===== config.mk =====
export PLATFORM = sky130hd
export DESIGN_NAME = sca_front
export DESIGN_NICKNAME = d
export VERILOG_FILES = /design/src/design/sca_pkg.sv /design/src/design/sca_front.sv
export SDC_FILE = /design/constraint.sdc
export NUM_CORES = 1
export LEC_CHECK = 0
export ABC_AREA = 1
export BUFFER_PORTS_ARGS = -buffer_cell sky130_fd_sc_hd__buf_2
export CAP_MARGIN = 20
export CORE_AREA = 2 2 77 79
export DETAILED_ROUTE_END_ITERATION = 10
export DIE_AREA = 0 0 79 81
export PLACE_DENSITY_LB_ADDON = 0.12
export SYNTH_ARGS = -nofsm -noshare
export SYNTH_HDL_FRONTEND = slang
export SYNTH_SLANG_ARGS = --single-unit

===== constraint.sdc =====
create_clock -name clk -period 2.9 [get_ports clk]
set_input_delay 0.435 -clock clk [delete_from_list [all_inputs] [get_ports clk]]
set_output_delay 0.435 -clock clk [all_outputs]
set_load 0.05 [all_outputs]

===== src/design/sca_pkg.sv =====
`timescale 1ns / 1ps
// Shared types and constants for the stereo corner row aligner.
// No dependencies.
package sca_pkg;
    localparam int COORD_W = 16;
    localparam int IDX_W   = 5;
    localparam int TDATA_IN_W  = 32;
    localparam int TDATA_OUT_W = 72;

    typedef struct packed {
        logic               side;
        logic               fend;
        logic [COORD_W-1:0] y;
        logic [COORD_W-1:0] x;
    } corner_t;

    typedef enum logic [6:0] {
        ST_LOAD   = 7'b0000001,
        ST_SPAN   = 7'b0000010,
        ST_SORT   = 7'b0000100,
        ST_SEARCH = 7'b0001000,
        ST_MUL    = 7'b0010000,
        ST_JUDGE  = 7'b0100000,
        ST_EMIT   = 7'b1000000
    } state_t;
endpackage


===== src/design/sca_front.sv =====
`timescale 1ns / 1ps
// Input side: accepts corner items and queues them for the back end.
// Depends on sca_pkg.
module sca_front (
    input  logic                          clk,
    input  logic                          rst_n,
    input  logic                          s_tvalid,
    output logic                          s_tready,
    input  logic [sca_pkg::TDATA_IN_W-1:0] s_tdata,
    input  logic                          s_tuser,
    input  logic                          s_tlast,
    output logic                          q_valid,
    input  logic                          q_pop,
    output sca_pkg::corner_t              q_item
);
    import sca_pkg::*;

    corner_t    slot_reg [2];
    logic       wr_ptr_reg, wr_ptr_next, rd_ptr_reg, rd_ptr_next;
    logic [1:0] fill_reg, fill_next;
    logic       push;
    corner_t    item;

    assign s_tready = (fill_reg != 2'd2);
    assign push     = s_tvalid && s_tready;
    assign q_valid  = (fill_reg != 2'd0);
    assign q_item   = slot_reg[rd_ptr_reg];

    always_comb
    begin
        item.side = s_tuser;
        item.fend = s_tlast;
        item.x    = s_tdata[COORD_W-1:0];
        item.y    = s_tdata[2*COORD_W-1:COORD_W];
        wr_ptr_next = push ? ~wr_ptr_reg : wr_ptr_reg;
        rd_ptr_next = q_pop ? ~rd_ptr_reg : rd_ptr_reg;
        fill_next   = fill_reg + {1'b0, push} - {1'b0, q_pop};
    end

    always_ff @(posedge clk)
    begin
        if (push)
        begin
            slot_reg[wr_ptr_reg] <= item;
        end
    end

    always_ff @(posedge clk or negedge rst_n)
    begin
        if (!rst_n)
        begin
            wr_ptr_reg <= 1'b0;
            rd_ptr_reg <= 1'b0;
            fill_reg   <= 2'd0;
        end
        else
        begin
            wr_ptr_reg <= wr_ptr_next;
            rd_ptr_reg <= rd_ptr_next;
            fill_reg   <= fill_next;
        end
    end

    a_fill_max: assert property (@(posedge clk) disable iff (!rst_n) fill_reg != 2'd3)
        else $error("queue overfilled");
    a_pop_nonempty: assert property (@(posedge clk) disable iff (!rst_n) q_pop |-> q_valid)
        else $error("pop from empty queue");
    a_push_grows: assert property (@(posedge clk) disable iff (!rst_n)
        (push && !q_pop) |=> fill_reg == $past(fill_reg) + 2'd1)
        else $error("queue fill lost an item");
endmodule


# --- After elaboration in Yosys (flattened, before gate mapping) ---
# Memories as Yosys holds them, arrays and structs flattened.
# Index checks and enable logic that the tools add are counted.
totals:
  regBits: 4
  latchBits: 0
  ramBits: 68
  romBits: 0
  input_bits: 38
  out_inout_bits: 36
  wordCells: 13
  memories: 1
memory_table:
  columns: ["name", "depth", "word_bits", "read_ports", "rd_clocked_by_memory_dff", "wr", "line", "rtl"]
  rows:
  - ["slot_reg", 2, 34, 1, 0, 1, "sca_front.sv:18", "corner_t slot_reg [2];"]
op_classes:
  add_sub_neg: 2
  multipliers: 0
  n_div: 0
  order_cmp: 0
  n_eq_ne: 1
  shifts: 0
  n_mux: 2
  bitwise: 2
  reduce_logical: 2
op_table:
  columns: ["cell", "count"]
  rows:
  - ["2-bit by 1-bit adder with 2-bit output", 1]
  - ["1-bit 2-to-1 mux", 2]
  - ["2-bit inequality test (second input constant)", 1]
  - ["1-bit inverter", 2]
  - ["2-bit nonzero test", 1]
  - ["2-bit by 1-bit subtractor with 2-bit output", 1]
  - ["1-bit logical AND", 1]

# --- Depth between registers and ports, before layout ---
logic_depth:
  word_depth: 4
  mapped_depth: 12
  ltp_nobuf: 12

# --- Least setup slack after synthesis ---
# No wires, ideal clock.
synth_path:
  path_kind: "reg-to-reg"
  startpoint: "register fill_reg[1]"
  endpoint: "memory slot_reg[1][0] (netlist name) (enable)"
  setup_ps: 427
  t_arrival_ps: 2464
  required_time_ps: 2473
  slack_ps: 10
  stages_incl_launch_ff: 4
  n_path_buf: 0
  synth_period_minus_slack_ps: 2890
  cell_sequence: "dfrtp_1 -> nand2_1 -> nand2_1 -> nor2_1"
synth_between:
  elab_chain_cells: 4
synth_lines:
  columns: ["element", "line", "rtl"]
  rows:
  - ["start: declaration", "sca_front.sv:20", "logic [1:0] fill_reg, fill_next;"]
  - ["start signal: assignment", "sca_front.sv:60", "fill_reg <= fill_next;"]
  - ["2-bit inequality test", "sca_front.sv:24", "assign s_tready = (fill_reg != 2'd2);"]
  - ["net s_tready", "sca_front.sv:8", "output logic s_tready,"]
  - ["1-bit logical AND", "sca_front.sv:25", "assign push = s_tvalid && s_tready;"]
  - ["1-bit 2-to-1 mux", "sca_front.sv:42", "if (push)"]
  - ["1-bit 2-to-1 mux (implied by the code)", "sca_front.sv:44", "slot_reg[wr_ptr_reg] <= item;"]
  - ["end: declaration", "sca_front.sv:18", null]
# The timed path passes the listed nets, and every way through them passes these cells.

==> flow_metrics.env <==
export IMPL_antenna_found_initial=0
export IMPL_hold_viol=0
export IMPL_clkTransAtPathRegs_ns=0.07
export IMPL_yosys_area_top_type="edfxtp_1"
export IMPL_worst_pin_slew_ns=0.631
export IMPL_relSlewSlack_pct=57.8
export IMPL_grt_usage_pct=15.1
export IMPL_first_pass_iters=4
export IMPL_yosysSeqAreaShare_pct=76.2
export IMPL_required_ns=2.47
export IMPL_pwr_share_comb_pct=44.3
export IMPL_antenna_left=0
export IMPL_largest_register_ffs=68
export IMPL_use_met2_pct=26.5
export IMPL_status="finished clean"
export IMPL_syn_to_final_growth_pct=22.9
export IMPL_synth_fp_nets=172
export IMPL_cap_violations=0
export IMPL_vias_per_cell=4.76
export IMPL_setup_viol=0
export IMPL_syn_avg_cell_area_um2=21.1
export IMPL_dp_hpwl_um=3190
export IMPL_met1_usage_pct=15.9
export IMPL_start_kind="register"
export IMPL_pre_cts_slack_ns=0.954
export IMPL_swShare_pct=41.0
export IMPL_nFillCells=450
export IMPL_diodes=0
export IMPL_first_iter_violations=53
export IMPL_cts_root_buf="clkbuf_8"
export IMPL_layout_drive_gt1_share_pct=56.7
export IMPL_grt_busiest_layer="met2"
export IMPL_gp_congestion=0.656
export IMPL_port_buffers=73
export IMPL_synth_edf_count=68
export IMPL_synth_top_cell_area_share_pct=72.6
export IMPL_rsz0062_at_grt="false"
export IMPL_dpl_cell_area_um2=3270
export IMPL_dieArea_um2=6400
export IMPL_use_met3_pct=4.44
export IMPL_regToRegSetupSlack_ns=1.02
export IMPL_pwr_density_cell_nw_per_um2=1170
export IMPL_grt_pass1_vias=1477
export IMPL_worstSetupPathType="register to output port"
export IMPL_p_clk_share_pct=17.6
export IMPL_cts_buffers=9
export IMPL_worstPathArrival_ns=1.83
export IMPL_ys_seq_elements=72
export IMPL_p_int_mw=2.40
export IMPL_finalWirelength_um=4480
export IMPL_die_w_um=79
export IMPL_vias=1423
export IMPL_synthTopCellsByCount="edfxtp_1, mux2_4, nand2_1"
export IMPL_crit_path_max_fanout=21
export IMPL_synth_distinct_cells=14
export IMPL_vdd_drop_max_uv=587
export IMPL_netlist_area_um2=2810
export IMPL_clk_latency_ns=0.32
export IMPL_core_area_um2=5680
export IMPL_grt_pass1_wl_um=6800
export IMPL_grt_max_degree=22
export IMPL_min_period_ns=2.27
export IMPL_p_sw_mw=1.66
export IMPL_yosys_top_cells_area="edfxtp_1, mux2_4, dfrtp_1"
export IMPL_cts_setup_buffers=0
export IMPL_synth_most_common_cell="edfxtp_1"
export IMPL_final_cell_area_um2=3450
export IMPL_io_pins=74
export IMPL_synth_yosys_warnings=0
export IMPL_ys_flop_type="edfxtp_1"
export IMPL_holdWs_ns=0.298
export IMPL_pwr_share_seq_pct=38.2
export IMPL_layout_nets=258
export IMPL_skew_ns=0.00688
export IMPL_gr_total_overflow=0
export IMPL_hold_path_class="input port to register"
export IMPL_worstSetupEndpointType="output port"
export IMPL_fin_setup_tns_ns=0
export IMPL_rows=28
export IMPL_timing_final_crit_share_pct=78.2
export IMPL_syn_inst=133
export IMPL_cts_tree="built"
export IMPL_wl_per_cell_um=15.0
export IMPL_slew_viol_final=0
export IMPL_p_leak_nw=1.43
export IMPL_clock_sinks=72
export IMPL_setup_ws_ns=0.632
export IMPL_htreeDepth=3
export IMPL_clock_path_buffers=2
export IMPL_initial_core_util_pct=49.5
export IMPL_dieHeight_um=81
export IMPL_drc_errors=0
export IMPL_fmax_mhz=441
export IMPL_async_reset_ff_share_pct=5.56
## area by class of cell
cell class                 instances  area, µm²  share of cell area, %
sequential                        72       2140                   62.0
clock buffer                      11        131                   3.80
multi-input combinational         52        594                   17.2
inverter                           5       18.8                  0.543
tap                               75       93.8                   2.72
timing repair buffer              79        425                   12.3
clock inverter                     5       47.5                   1.38
## metrics by stage
step / power, mW / std cells / util, %
2_1_floorplan: 3.08 / 133 / -
3_3_place_gp: 3.34 / 282 / 57.5
3_5_place_dp: 3.39 / 282 / 57.5
4_1_cts: 4.11 / 299 / 60.9
5_1_grt: 4.24 / 299 / 60.9
6_report: 4.06 / 299 / 60.9
## path summary, 6_finish.rpt
kind,end,depth (start not counted),startpoint
hold / removal,slot_reg[0][5],1,s_tdata[5]
max in group asynchronous,rd_ptr_reg,2,rst_n
setup / recovery,q_item[33],3,rd_ptr_reg
hold reg to reg,fill_reg[0],1,fill_reg[0]
setup reg to reg,slot_reg[1][24],4,fill_reg[1]
min in group asynchronous,fill_reg[0],2,rst_n
## layout by cell type (no fill, tap or decap), drive strengths merged
master,count
edfxtp,68
inv,5
ha,1
dlygate4sd3,1
clkbuf,11
clkinv,4
mux2,34
buf,78
nor2,3
xor2,1
nand3,1
nand3b,1
dfrtp,4
bufinv,1
a21oi,1
nand2,10
## critical path, cell delays in order (launching register included)
cell,delay [ns]
dfrtp_2,0.69
buf_12,0.26
mux2_2,0.35
buf_2,0.21
## cells by family (layout without fill, tap and decap cells)
family / count (synthesis) / after routing / share of synthesized area, %
mux: 34 / 34 / 17.5
simple gates: 15 / 15 / 2.18
compound gates: 1 / 1 / 0.178
fa+ha+maj: 1 / 1 / 0.445
flops: 72 / 72 / 76.2
buf+inv: 9 / 100 / 3.20
xor+xnor: 1 / 1 / 0.312
## per-layer routing
layer | wire length (µm) | up-vias
met2 | 2480 | 42
met4 | 59 | 0
li1 | - | 679
met3 | 235 | 7
met1 | 1700 | 695
met5 | 0 | -
## power by group through the flow
stage,clock network [mW],logic (mW),registers [mW]
global placement,0,1.78,1.56
floorplan,0,1.58,1.50
detailed placement,0,1.81,1.58
finish,0.713,1.80,1.55
CTS,0.739,1.82,1.55
global route,0.785,1.88,1.58
## repair_timing
action | 4_1_cts | 5_1_grt
gates resized for setup | 0 | 0
hold buffers | 1 | 0
hold endpoints to repair | 4 | 0
No activity file was read; power rests on OpenSTA's default activity.
